==> src/hw/rtl/string_key_double_hash_table_core_macros.svh <==
// Assertion macros for the string-key double-hash table core.
// Used by the top level; empty when SYNTHESIS is defined.
`ifndef STRING_KEY_DOUBLE_HASH_TABLE_CORE_MACROS_SVH
`define STRING_KEY_DOUBLE_HASH_TABLE_CORE_MACROS_SVH
`ifndef SYNTHESIS
`define SKDHT_ASSERT_IMP(label, clk, rst_n, ante, cons) \
  label: assert property (@(posedge clk) disable iff (!rst_n) (ante) |-> (cons)) \
    else $error("assertion failed");
`define SKDHT_ASSERT_NXT(label, clk, rst_n, ante, cons) \
  label: assert property (@(posedge clk) disable iff (!rst_n) (ante) |=> (cons)) \
    else $error("assertion failed");
`else
`define SKDHT_ASSERT_IMP(label, clk, rst_n, ante, cons)
`define SKDHT_ASSERT_NXT(label, clk, rst_n, ante, cons)
`endif
`endif

==> src/hw/rtl/skdht_pkg.sv <==
// Package for the string-key double-hash table core: defaults, status codes
// and the two name hash step functions. No dependencies.
package skdht_pkg;

  localparam int TABLE_ENTRIES_DEF = 256;
  localparam int NAME_CHARS_DEF    = 32;

  localparam logic [2:0] ST_OK       = 3'd0;
  localparam logic [2:0] ST_ALREADY  = 3'd1;
  localparam logic [2:0] ST_NOTFOUND = 3'd2;
  localparam logic [2:0] ST_FULL     = 3'd3;
  localparam logic [2:0] ST_TOOLONG  = 3'd4;

  // Rotate-5 XOR hash step.
  function automatic logic [31:0] primary_next(input logic [31:0] h, input logic [31:0] c);
    logic [31:0] top;
    logic [31:0] v;
    top = h & 32'hf8000000;
    v   = (h & 32'h07ffffff) << 5;
    v   = v ^ (top >> 27);
    return v ^ c;
  endfunction

  // Shift-4 folded hash step; folding with a zero top nibble changes nothing.
  function automatic logic [31:0] step_next(input logic [31:0] h, input logic [31:0] c);
    logic [31:0] top;
    logic [31:0] v;
    v   = ((h & 32'h0fffffff) << 4) + c;
    top = v & 32'hf0000000;
    v   = v ^ (top >> 24);
    return v ^ top;
  endfunction

endpackage

==> src/hw/rtl/skdht_hash.sv <==
// Running name hashes, name length and overflow flag for the table core.
// Depends on skdht_pkg.
module skdht_hash import skdht_pkg::*; #(
  parameter int NAME_CHARS = NAME_CHARS_DEF,
  parameter int LEN_W      = $clog2(NAME_CHARS + 1)
) (
  input  logic             clk,
  input  logic             rst_n,
  input  logic             byte_vld,
  input  logic [7:0]       name_byte,
  input  logic             last,
  output logic [LEN_W-1:0] len_cur,
  output logic [LEN_W-1:0] len_fin,
  output logic             ovf_fin,
  output logic [31:0]      prim_fin,
  output logic [31:0]      step_fin
);

  logic [31:0]      prim_r, prim_nxt, step_r, step_nxt, c;
  logic [LEN_W-1:0] len_r;
  logic             ovf_r, first, room;

  always_comb begin
    c        = {{24{name_byte[7]}}, name_byte};
    first    = (len_r == '0) && !ovf_r;
    room     = len_r < LEN_W'(NAME_CHARS);
    prim_nxt = first ? c : primary_next(prim_r, c);
    step_nxt = first ? c : step_next(step_r, c);
    prim_fin = primary_next(prim_nxt, 32'd0);
    step_fin = step_next(step_nxt, 32'd0) | 32'd1;
    ovf_fin  = ovf_r || !room;
    len_fin  = room ? len_r + 1'b1 : len_r;
    len_cur  = len_r;
  end

  always_ff @(posedge clk) begin
    if (!rst_n) begin
      len_r <= '0;
      ovf_r <= 1'b0;
    end else if (byte_vld) begin
      if (last) begin
        len_r <= '0;
        ovf_r <= 1'b0;
      end else begin
        len_r <= len_fin;
        ovf_r <= ovf_fin;
      end
    end
  end

  always_ff @(posedge clk) begin
    if (byte_vld) begin
      prim_r <= prim_nxt;
      step_r <= step_nxt;
    end
  end

endmodule
==> config.mk <==
export PLATFORM = sky130hd
export DESIGN_NAME = skdht_hash
export DESIGN_NICKNAME = d
export VERILOG_FILES = /design/src/hw/rtl/string_key_double_hash_table_core_macros.svh /design/src/hw/rtl/skdht_pkg.sv /design/src/hw/rtl/skdht_hash.sv
export SDC_FILE = /design/constraint.sdc
export NUM_CORES = 1
export LEC_CHECK = 0
export BUFFER_PORTS_ARGS = -buffer_cell sky130_fd_sc_hd__buf_4
export CORE_MARGIN = 2
export CORE_UTILIZATION = 40
export DETAILED_ROUTE_END_ITERATION = 6
export SETUP_SLACK_MARGIN = 0.5
export SLEW_MARGIN = 5
export SYNTH_ARGS = -nofsm -noshare
export SYNTH_HDL_FRONTEND = slang
export SYNTH_SLANG_ARGS = --single-unit
==> constraint.sdc <==
create_clock -name clk -period 4.1 [get_ports clk]
set_input_delay 0.41 -clock clk [delete_from_list [all_inputs] [get_ports clk]]
set_output_delay 0.41 -clock clk [all_outputs]
set_load 0.01 [all_outputs]
Word-level counts from Yosys, hierarchy flattened:

Index checks and enable logic that the tools add are counted.

* output and inout port bits: 77
* logic and storage cells: 24
* input port bits: 12
* register bits: 67

* reductions and logical operators: 5
* magnitude comparators: 1
* $add $sub $neg: 2
* bitwise logic cells: 7
* muxes and demuxes: 5

Operators with widths (number)
* 32-bit XOR: 2
* 32-bit by 5-bit XOR with 32-bit output: 2
* 32-bit adder: 1
* 32-bit 2-to-1 mux: 1
* 32-bit by 8-bit XOR with 32-bit output: 1
* 28-bit 2-to-1 mux: 1
* 28-bit by 1-bit XOR with 28-bit output (second input constant): 1
* 28-bit by 8-bit XOR with 28-bit output: 1
* 6-bit 2-to-1 mux: 2
* 6-bit by 1-bit adder with 6-bit output (second input constant): 1
* 6-bit zero test: 1
* 6-bit < comparator (second input constant): 1
* 1-bit zero test: 2
* 1-bit logical AND: 1
* 1-bit logical OR: 1
* 1-bit 2-to-1 mux: 1

Depth between registers and ports, before layout:

* word-level depth: 6
* depth in mapped cells: 11

Worst setup path before layout:

Ideal clock, no wire load.

* path kind: in2out
* from: input name_byte[4]
* to: output step_fin[8]
* required time: 3.690 ns
* buffers on the path: 1
* stages on the path: 11
* slack: 1.219 ns
* data arrival time: 2.471 ns
* path through: ha_1 > inv_1 > fa_1 > nand2b_1 > a21oi_1 > o311ai_2 > a21oi_2 > o21bai_1 > a2111o_1 > o211ai_1 > buf_4

* longest elaborated chain between the ends: 6

RTL lines
* from (decl): line skdht_hash.sv:10 `input logic [7:0] name_byte,`
* 32-bit adder: line skdht_pkg.sv:28 `v = ((h & 32'h0fffffff) << 4) + c;`
* 28-bit by 8-bit XOR with 28-bit output: line skdht_pkg.sv:30 `v = v ^ (top >> 24);`
* 28-bit by 1-bit XOR with 28-bit output: line skdht_pkg.sv:31 `return v ^ top;`
* 28-bit 2-to-1 mux (*): line skdht_hash.sv:28 `step_nxt = first ? c : step_next(step_r, c);`
* net step_nxt[4]: line skdht_hash.sv:19 `logic [31:0] prim_r, prim_nxt, step_r, step_nxt, c;`
* 32-bit by 8-bit XOR with 32-bit output (*): line skdht_pkg.sv:30
* 32-bit XOR (*): line skdht_pkg.sv:31
* to (decl): line skdht_hash.sv:16 `output logic [31:0] step_fin`

The timed path passes the listed nets; every way through them passes the cells marked *.

Worst setup path in the final report:

* from: register step_r[0]
* to: output step_fin[8]

* longest elaborated chain between the ends: 6

RTL lines
* from (decl): line skdht_hash.sv:19
* from (signal assigned): line skdht_hash.sv:54 `step_r <= step_nxt;`
* 32-bit adder: line skdht_pkg.sv:28
* 28-bit by 8-bit XOR with 28-bit output: line skdht_pkg.sv:30
* 28-bit by 1-bit XOR with 28-bit output: line skdht_pkg.sv:31
* 28-bit 2-to-1 mux: line skdht_hash.sv:28
* 32-bit by 8-bit XOR with 32-bit output: line skdht_pkg.sv:30
* 32-bit XOR: line skdht_pkg.sv:31

Every way passes these cells.

==> metrics.txt <==
Core Region=11500 sq um; synthesized area=4770 sq um; largest net degree at the start of global routing=between 70 and 80; Final Max Slew Viols=0; Critical Path Source Type=flip-flop; latest clock arrival within the worst-skew pair=340 ps; Hold Fails Final Rpt=0; CTS Buf Count=9; placed wire-length estimate=8290 microns; worst hold path startpoint=name_byte[0]; Hold Crit Depth=1; CTS tree=built; Crit-path slowest cell=a2111o_1; violated checks=DRC; initial DRC count=272; final setup fails=0; Die Height=roughly 110 microns; Fmax=286 MHz; IO buf count=80; Crit Path Class=flip-flop to output port; crit-path max cell delay=420 ps; LEAKAGE=0.00224 uW; Main synth FF type=edfxtp_1; Clock Tree Root=clkbuf_16; Max Cap Viol=0; CTS Hold Buffers Added=0; min cycle time layout=3500 ps; Seq/Total Area, Yosys=between 40% and 50%; number of nets in the layout=slightly below 600; FF-to-FF End=step_r[14]; syn_area_per_cell=~9.9 sq um; Fillers=1089; Sum Neg Setup Slack=0 ps; die width=113 microns; Vias/cell=5.48; PwrDens=roughly 400 nW/um^2; CP cell instances=ha_1 -> inv_1 -> fa_1 -> nand2b_1 -> a21oi_2 -> o311ai_4 -> a21oi_2 -> o21bai_1 -> a2111o_1 -> o211ai_1 -> buf_4; Yosys warning total=0; CTS max path bufs=2; Arr. time, crit path=approximately 3000 ps; Tightest Pin Transition=approximately 890 ps; launching point of the worst reg2reg path=step_r[0]; routability congestion estimate=roughly 0.92; synth unique cells=68; EDFF count, synth=60; drt total wl=11400 microns; total power=~2300 uW; register bit total from synthesis=67; Max Clock Skew=around 8 ps; Initial Util=approximately two fifths; Hold Path End=step_r[0]; r2r worst-path depth=11; antenna-violating nets left=0; Slew HR=40.8%; most used cell, CP=a21oi_2; gr usage total=18.6%; RSZ-0062 raised after global routing=true; Hold Path Class=input port to flip-flop; Peak VDD IR=about 290 uV; cell count after synthesis=483; global route total overflow=0; drt pass-1 iters=7; CP Max Fanout=3; crit-path leading delay family=compound AO/OA/AOI/OAI gates; multi-input logic area=roughly 2500 sq um; status=finished, violations left; # H-tree levels=3; CP Capture Type=output port; drt drc=6; ratio of cells with drive above 1 in the final layout=21.6%; clock slew at reported path FFs=around 60 ps; Async S/R FF share, synth=0%; Final period util=85.4%; global-route wire length before repair=18900 microns; Area Growth Syn to Fin=18.0%; IO Count=89; WL per Instance=16.7 microns; Antenna Cells=0; FP Rows=39; Sink Count=67; vias in the first global route=3665; Required @ worst endpoint=3690 ps; worst path buffer plus inverter count=2; Reg area=1940 sq um; vias=3755; r2r setup slk=1320 ps; initial antenna violation count=0; die area=12800 sq um
how the worst max path moves through the flow:
stage	start	end	depth (start not counted)
floorplan	name_byte[4]	step_fin[8]	11
global placement	name_byte[7]	step_fin[10]	11
detailed placement	name_byte[4]	step_fin[8]	12
CTS	step_r[0]	step_fin[8]	11
global route	step_r[0]	step_fin[8]	11
finish	step_r[0]	step_fin[8]	11
registers in the layout, summed over array words and instances (netlist names):
| register | cells |
|---|---|
| ovf_r | 1 |
| step_r | 28 |
| prim_r | 32 |
| len_cur | 6 |
cells in the final DEF (no fill, tap or decap), types with 7 or more instances in the layout:
cell type | Yosys | final
buf_4 | 32 | 85
nand2_1 | 62 | 62
edfxtp_1 | 60 | 60
xnor2_1 | 49 | 49
ha_1 | 29 | 29
a21oi_1 | 26 | 25
o21ai_0 | 21 | 21
nor2_1 | 15 | 15
xor2_1 | 11 | 11
a21o_1 | 11 | 11
inv_1 | 10 | 10
nor2b_1 | 10 | 10
nand3_1 | 10 | 10
o21a_1 | 10 | 10
a31oi_1 | 9 | 9
clkbuf_16 | 0 | 9
o21ai_1 | 8 | 8
conb_1 | 2 | 8
dfxtp_1 | 7 | 7
stage by stage:
stage               std cells  worst slack, ps  hold slack (ps)  area [sq um]  util [%]
finish                    685              597              285          5630      48.9
global route              685              419              278          5630      48.9
CTS                       683              547              277          5600      48.6
detailed placement        667              638              462          5290      46.0
global placement          667              634              449          5290      46.0
floorplan                 489             1220              437          4790         -
routing by layer:
layer	global-route usage, %	vias up	part of all wire [%]	wire length (microns)
li1	-	1831	-	-
met1	26.1	1806	47	5330
met2	28.2	105	46	5250
met3	3.96	13	5.5	633
met4	7.24	0	1.8	206
met5	0	-	0	0
cells by family (layout without fill, tap and decap cells):
logic type | after synthesis | count (layout) | share of synthesized area [%]
multiplexers | 2 | 2 | 0.551
XOR/XNOR | 60 | 60 | 11.0
buffers and inverters | 59 | 112 | 7.29
other | 2 | 8 | 0.157
AO/OA/AOI/OAI | 123 | 123 | 17.6
flip-flops | 67 | 67 | 40.7
AND/OR/NAND/NOR | 140 | 140 | 14.6
adder cells (fa/ha/maj) | 30 | 30 | 8.03
report_power, final:
| group | switching, uW | internal (uW) |
|---|---|---|
| clock network | 308 | 474 |
| logic | 383 | 283 |
| registers | 18.1 | 814 |
| total | 709 | 1570 |
worst register-to-register path, cell delays in order, from the launching register on:
cell	delay (ps)
edfxtp_1	360
ha_1	240
inv_1	90
fa_1	210
nand2b_1	150
a21oi_2	90
buf_4	140
o311ai_1	380
a21boi_1	120
o21a_1	180
or3_1	310
a31o_1	250
cell usage after synthesis, types with 4 or more instances:
master	number	area (sq um)
nand2_1	62	233
edfxtp_1	60	1800
xnor2_1	49	429
buf_4	32	240
ha_1	29	363
a21oi_1	26	130
o21ai_0	21	105
nor2_1	15	56.3
a21o_1	11	82.6
xor2_1	11	96.3
inv_1	10	37.5
nand3_1	10	50.1
nor2b_1	10	62.6
o21a_1	10	75.1
a31oi_1	9	56.3
clkbuf_1	8	30.0
o21ai_1	8	40.0
dfxtp_1	7	140
and2_1	6	37.5
nand2b_1	6	37.5
buf_2	5	25.0
and3_1	4	25.0
buf_1	4	15.0
nand4_1	4	25.0
nor3_1	4	20.0
final cells by class:
class / instances / area share, %
Clock buffer: 9 / 4.00
Clock inverter: 7 / 1.38
Inverter: 10 / 0.667
Multi-Input combinational cell: 363 / 44.7
Sequential cell: 67 / 34.5
Tap cell: 143 / 3.18
Timing Repair Buffer: 86 / 11.5
repair_timing:
| item | 4_1_cts | 5_1_grt |
|---|---|---|
| buffers inserted | 0 | 2 |
| gates cloned | 0 | 0 |
| pin swaps | 0 | 2 |
| gates resized for setup | 1 | 2 |
| endpoints found under the setup margin | 1 | 4 |
No activity file was read; power rests on OpenSTA's default activity.
